## src/sha384_pkg.sv

```systemverilog
// ----------------------------------------------------------------------------
// SHA-384 package
// Shared types, constants and round functions for the SHA-384 hash core.
// ----------------------------------------------------------------------------
package sha384_pkg;

  typedef logic [63:0] word_t;

  // Word kinds passed from the front end to the compression engine
  localparam logic [1:0] KIND_DATA = 2'd0;
  localparam logic [1:0] KIND_LAST = 2'd1;

  typedef struct packed {
    word_t      data;
    logic [1:0] kind;
  } qent_t;

  localparam int QDEPTH = 4;
  localparam int QAW    = 2;

  localparam logic [7:0]  PAD_BYTE    = 8'h80;
  localparam logic [3:0]  WORD_BYTES  = 4'd8;
  localparam logic [3:0]  LEN_HI_SLOT = 4'd14;
  localparam int          ROUNDS      = 80;

  localparam word_t INIT_HASH [8] = '{
    64'hCBBB9D5DC1059ED8, 64'h629A292A367CD507, 64'h9159015A3070DD17,
    64'h152FECD8F70E5939, 64'h67332667FFC00B31, 64'h8EB44A8768581511,
    64'hDB0C2E0D64F98FA7, 64'h47B5481DBEFA4FA4};

  localparam word_t ROUND_K [80] = '{
    64'h428A2F98D728AE22, 64'h7137449123EF65CD, 64'hB5C0FBCFEC4D3B2F, 64'hE9B5DBA58189DBBC,
    64'h3956C25BF348B538, 64'h59F111F1B605D019, 64'h923F82A4AF194F9B, 64'hAB1C5ED5DA6D8118,
    64'hD807AA98A3030242, 64'h12835B0145706FBE, 64'h243185BE4EE4B28C, 64'h550C7DC3D5FFB4E2,
    64'h72BE5D74F27B896F, 64'h80DEB1FE3B1696B1, 64'h9BDC06A725C71235, 64'hC19BF174CF692694,
    64'hE49B69C19EF14AD2, 64'hEFBE4786384F25E3, 64'h0FC19DC68B8CD5B5, 64'h240CA1CC77AC9C65,
    64'h2DE92C6F592B0275, 64'h4A7484AA6EA6E483, 64'h5CB0A9DCBD41FBD4, 64'h76F988DA831153B5,
    64'h983E5152EE66DFAB, 64'hA831C66D2DB43210, 64'hB00327C898FB213F, 64'hBF597FC7BEEF0EE4,
    64'hC6E00BF33DA88FC2, 64'hD5A79147930AA725, 64'h06CA6351E003826F, 64'h142929670A0E6E70,
    64'h27B70A8546D22FFC, 64'h2E1B21385C26C926, 64'h4D2C6DFC5AC42AED, 64'h53380D139D95B3DF,
    64'h650A73548BAF63DE, 64'h766A0ABB3C77B2A8, 64'h81C2C92E47EDAEE6, 64'h92722C851482353B,
    64'hA2BFE8A14CF10364, 64'hA81A664BBC423001, 64'hC24B8B70D0F89791, 64'hC76C51A30654BE30,
    64'hD192E819D6EF5218, 64'hD69906245565A910, 64'hF40E35855771202A, 64'h106AA07032BBD1B8,
    64'h19A4C116B8D2D0C8, 64'h1E376C085141AB53, 64'h2748774CDF8EEB99, 64'h34B0BCB5E19B48A8,
    64'h391C0CB3C5C95A63, 64'h4ED8AA4AE3418ACB, 64'h5B9CCA4F7763E373, 64'h682E6FF3D6B2B8A3,
    64'h748F82EE5DEFB2FC, 64'h78A5636F43172F60, 64'h84C87814A1F0AB72, 64'h8CC702081A6439EC,
    64'h90BEFFFA23631E28, 64'hA4506CEBDE82BDE9, 64'hBEF9A3F7B2C67915, 64'hC67178F2E372532B,
    64'hCA273ECEEA26619C, 64'hD186B8C721C0C207, 64'hEADA7DD6CDE0EB1E, 64'hF57D4F7FEE6ED178,
    64'h06F067AA72176FBA, 64'h0A637DC5A2C898A6, 64'h113F9804BEF90DAE, 64'h1B710B35131C471B,
    64'h28DB77F523047D84, 64'h32CAAB7B40C72493, 64'h3C9EBE0A15C9BEBC, 64'h431D67C49C100D4C,
    64'h4CC5D4BECB3E42B6, 64'h597F299CFC657E2A, 64'h5FCB6FAB3AD6FAEC, 64'h6C44198C4A475817};

  function automatic word_t rotr(word_t x, int n);
    return (x >> n) | (x << (64 - n));
  endfunction

  function automatic word_t big_s0(word_t x);
    return rotr(x, 28) ^ rotr(x, 34) ^ rotr(x, 39);
  endfunction

  function automatic word_t big_s1(word_t x);
    return rotr(x, 14) ^ rotr(x, 18) ^ rotr(x, 41);
  endfunction

  function automatic word_t small_s0(word_t x);
    return rotr(x, 1) ^ rotr(x, 8) ^ (x >> 7);
  endfunction

  function automatic word_t small_s1(word_t x);
    return rotr(x, 19) ^ rotr(x, 61) ^ (x >> 6);
  endfunction

endpackage

```

## src/sha384_front.sv

```systemverilog
// ----------------------------------------------------------------------------
// SHA-384 front end
// Accepts message words, masks the final word and pushes data words into the
// word queue; marks the last word of the message for the engine.
// ----------------------------------------------------------------------------
module sha384_front (
  input  logic                    clk,
  input  logic                    rst,
  input  logic                    in_valid,
  output logic                    in_ready,
  input  logic [63:0]             message_word,
  input  logic [3:0]              valid_bytes,
  input  logic                    end_of_message,
  output logic                    q_valid,
  input  logic                    q_ready,
  output sha384_pkg::qent_t       q_data,
  output logic [3:0]              q_nb
);

  sha384_pkg::qent_t        mem [sha384_pkg::QDEPTH];
  logic [sha384_pkg::QAW:0] wr_ptr;
  logic [sha384_pkg::QAW:0] rd_ptr;
  logic                     full;
  logic                     push;
  logic                     pop;
  logic [3:0]               nb;
  logic [63:0]              keep;
  sha384_pkg::qent_t        ent;

  assign full     = (wr_ptr[sha384_pkg::QAW] != rd_ptr[sha384_pkg::QAW]) &&
                    (wr_ptr[sha384_pkg::QAW-1:0] == rd_ptr[sha384_pkg::QAW-1:0]);
  assign in_ready = !full;
  assign push     = in_valid && in_ready;
  assign q_valid  = (wr_ptr != rd_ptr);
  assign pop      = q_valid && q_ready;
  assign q_data   = mem[rd_ptr[sha384_pkg::QAW-1:0]];

  // classify: clamp the byte count and clear unused bytes of the final word
  always_comb begin
    nb   = (valid_bytes > sha384_pkg::WORD_BYTES) ? sha384_pkg::WORD_BYTES : valid_bytes;
    keep = (nb == 4'd0) ? 64'd0 : ~(64'hFFFF_FFFF_FFFF_FFFF >> {nb, 3'b000});
    ent.kind = end_of_message ? sha384_pkg::KIND_LAST : sha384_pkg::KIND_DATA;
    ent.data = end_of_message ? (message_word & keep) : message_word;
  end

  // byte count of the final word travels in a small side queue
  logic [3:0] nb_mem [sha384_pkg::QDEPTH];
  assign q_nb = nb_mem[rd_ptr[sha384_pkg::QAW-1:0]];

  always_ff @(posedge clk) begin
    if (push) begin
      mem[wr_ptr[sha384_pkg::QAW-1:0]]    <= ent;
      nb_mem[wr_ptr[sha384_pkg::QAW-1:0]] <= nb;
    end
  end

  always_ff @(posedge clk) begin
    if (rst) begin
      wr_ptr <= '0;
      rd_ptr <= '0;
    end else begin
      if (push) wr_ptr <= wr_ptr + 1'b1;
      if (pop)  rd_ptr <= rd_ptr + 1'b1;
    end
  end

endmodule

```

## config.mk

```make
export PLATFORM = sky130hd
export DESIGN_NAME = sha384_front
export DESIGN_NICKNAME = d
export VERILOG_FILES = /design/src/sha384_pkg.sv /design/src/sha384_front.sv
export SDC_FILE = /design/constraint.sdc
export NUM_CORES = 1
export LEC_CHECK = 0
export BUFFER_PORTS_ARGS = -buffer_cell sky130_fd_sc_hd__buf_4
export CAP_MARGIN = 20
export CORE_MARGIN = 2
export CORE_UTILIZATION = 60
export DETAILED_ROUTE_END_ITERATION = 12
export HOLD_SLACK_MARGIN = 0.03
export PLACE_DENSITY = 0.82
export SYNTH_ARGS = -nofsm -noshare
export SYNTH_HDL_FRONTEND = slang
export SYNTH_SLANG_ARGS = --single-unit
```

## constraint.sdc

```tcl
create_clock -name clk -period 5 [get_ports clk]
set_clock_uncertainty 0.05 [all_clocks]
set_input_delay 0.75 -clock clk [delete_from_list [all_inputs] [get_ports clk]]
set_output_delay 0.75 -clock clk [all_outputs]
set_load 0.1 [all_outputs]
```

==> metrics.md <==
| Metric | Value |
|---|---|
| Row count | 49 |
| Worst VDD drop | 0.000523 V |
| PortBufs | 143 |
| Cell Pwr Density | 614 mW/mm2 |
| Most frequent cells after synthesis | edfxtp_1, mux4_2, and2_1 |
| H-tree depth | 1 |
| LEAKAGE | 4.43 nW |
| Core Area | 0.0180 mm2 |
| Setup TNS Final | 0 ns |
| Unrepaired setup endpoints after global routing | false |
| Area contributors post-synth | edfxtp_1, mux4_2, and2_1 |
| Fillers | 1099 |
| Root Buffer | clkbuf_16 |
| Worst Slack Setup Final | 1.50 ns |
| Warnings from Yosys | 0 |
| Worst slew pin tran | 1.08 ns |
| Gr ovfl total | 0 |
| Net load switching power | 3.34 mW |
| Slew HR | 28.0% |
| Post-layout minimum cycle time | 3.50 ns |
| Worst slack, placed | 1.97 ns |
| Reg power frac | 37.9% |
| Nets | 746 |
| Chip width | 140 um |
| Initial antenna violation count | 0 |
| Post-synthesis simple-gate area fraction | 5.81% |
| Mapped cell area | 0.0110 mm2 |
| Crit-path max FO | 38 |
| Gate power share | 39.5% |
| Main combinational cell family by area after synthesis | multiplexers |
| #FFs+latches synth | 284 |
| CTS Buf Count | 27 |
| Post-synthesis sequential area ratio | 76.6% |
| # diodes | 0 |
| Clock Path Buffers | 3 |
| Req. time, crit path | 4.20 ns |
| Met2 Use GR | 34.1% |
| Kind of critical path | flip-flop to output pin |
| Synth-to-layout area growth | 18.9% |
| Largest net degree at the start of global routing | 70 |
| F_max | 0.286 GHz |
| Slew Limit Fails | 0 |
| WL final | 20.4 mm |
| Worst-path clk slew | 0.06 ns |
| Setup Buffers After CTS | 0 |
| Most Used Layer, Global Route | met2 |
| Area of the multi-input gates | 0.00245 mm2 |
| Startpoint types | flip-flop |
| DRC Markers | 0 |
| Die span in y | 140 um |
| Layout cells sized above 1 | 37.3% |
| Max-cap viol count | 0 |
| Adder-cell area share of the yosys netlist | 0.567% |
| DP HPWL | 12.0 mm |
| First-pass GRT wire length | 31.9 mm |
| Io pins | 145 |
| Syn Area/Cell | 21.4 um2 |
| Crit share post-route | 69.9% |
| Area share of the largest cell type after synthesis | 75.2% |
| GP Congestion | 0.748 |
| Sink Count | 284 |
| Switching Fraction | 41.5% |
| CTS tree | done |
| GRT Overall Usage | 21.2% |
| Final setup violation count | 0 |
| Compound-cell area share of the yosys netlist | 1.08% |
| Syn Nets | 593 |
| Predominant post-synthesis flop cell | edfxtp_1 |
| Pint | 4.71 mW |
| CP Data Arrival Time | 2.70 ns |
| Grt met1 use | 30.8% |
| Count leader, synth | edfxtp_1 |
| Vias in the first global route | 5742 |
| Share of async-settable or async-resettable flops after synthesis | 0% |
| Outcome | completed |
| Resize count post-CTS | 0 |
| ANT nets after route | 0 |
| EDFF count, synth | 276 |
| Clock latency on the worst-skew pair | 0.51 ns |
| Initial Util | 61.2% |
| First-pass detailed-route iteration total | 5 |
| Seq. cell area | 0.00846 mm2 |
| Vias/cell | 5.91 |
| Dpl cell area | 0.0123 mm2 |
| Cell taking the most area after synthesis | edfxtp_1 |
| Clock share of power | 22.6% |
| Xor/xnor share of the synthesized area | 0.545% |
| Worst setup EP type | output pin |
| Grt met3 use | 3.79% |
| Post-Syn Instances | 515 |
| Hold Crit Class | input pin to flip-flop |
| Cell variety after synth | 33 |
| Mux cell area share after synthesis | 14.1% |
| DR vias | 5408 |
| Post-CTS Hold Fix Bufs | 0 |
| Wire per inst | 22.3 um |
| Final Cell Area | 0.0131 mm2 |
| Final hold vios | 0 |
| 1st-iter DRT viols | 334 |
| Die ar. | 0.0195 mm2 |
-- cell type report --
class	count	share of cell area, %
clock inverter	14	0.639
multi-input combinational	204	18.7
timing repair buffer	146	8.51
clock buffer	33	5.33
sequential	284	64.5
tap	229	2.19
inverter	5	0.143
-- worst paths after layout --
path / to / depth (start not counted) / from / slack [ns]
setup / recovery: q_data[42] / 3 / flip-flop / 1.50
hold / removal: mem[3][0]$_DFFE_PP_ / 1 / end_of_message / 0.41
setup reg to reg: mem[3][37]$_DFFE_PP_ / 3 / wr_ptr[0]$_SDFFE_PP0P_ / 2.45
hold reg to reg: rd_ptr[2]$_SDFFE_PP0P_ / 2 / rd_ptr[2]$_SDFFE_PP0P_ / 0.56
-- flip-flops by register name, indices dropped and copies added (netlist names), named ones only --
signal and flops:
wr_ptr 3, nb_mem 16, mem 260, rd_ptr 3
-- metrics by stage --
step | hold slack [ns] | util, % | cells | total power, mW
CTS | 0.393 | 72.6 | 914 | 8.11
finish | 0.411 | 72.7 | 915 | 8.05
floorplan | 0.444 | - | 515 | 5.68
global route | 0.399 | 72.7 | 915 | 8.30
detailed placement | 0.529 | 68.2 | 867 | 6.30
global placement | 0.452 | 68.2 | 867 | 6.26
-- power groups by stage --
stage / Clock (mW) / Combinational (mW) / Sequential, mW
2_1_floorplan: 0 / 2.72 / 2.96
3_3_place_gp: 0 / 3.17 / 3.09
3_5_place_dp: 0 / 3.19 / 3.11
4_1_cts: 1.85 / 3.20 / 3.06
5_1_grt: 1.94 / 3.27 / 3.09
6_report: 1.82 / 3.18 / 3.05
-- metal layers --
| metal | part of all wire [%] | wire, um |
|---|---|---|
| met5 | 0 | 0 |
| met4 | 1.8 | 365 |
| met3 | 7.4 | 1510 |
| met2 | 50 | 10200 |
| met1 | 41 | 8360 |
-- logic make-up after synthesis --
group           count (synthesis)
fa+ha+maj                       5
compound gates                 18
buf+inv                        27
flops                         284
xor+xnor                        6
simple gates                  105
other cells                     1
mux                            69
-- critical path: stages, from the launching register on --
cell and delay (ns):
dfxtp_4 0.85, buf_4 0.47, mux4_2 0.59, buf_4 0.26
-- placed cells by master, fill, tap and decap left out, drive strengths merged, types with 2 or more instances in the layout --
cell type | Yosys | final
a211o | 2 | 2
a21oi | 2 | 2
a31oi | 2 | 2
a41oi | 2 | 2
and2 | 52 | 52
buf | 13 | 146
clkbuf | 9 | 33
clkinv | 0 | 13
dfxtp | 8 | 8
edfxtp | 276 | 276
ha | 5 | 5
inv | 5 | 5
mux4 | 69 | 69
nand2 | 8 | 8
nand2b | 2 | 2
nand3 | 5 | 5
nand4 | 6 | 6
nor2 | 2 | 2
nor2b | 22 | 22
nor3b | 5 | 5
o211ai | 2 | 2
o21ai | 6 | 6
xnor2 | 3 | 3
xor2 | 3 | 3
No activity file was read; power rests on OpenSTA's default activity.
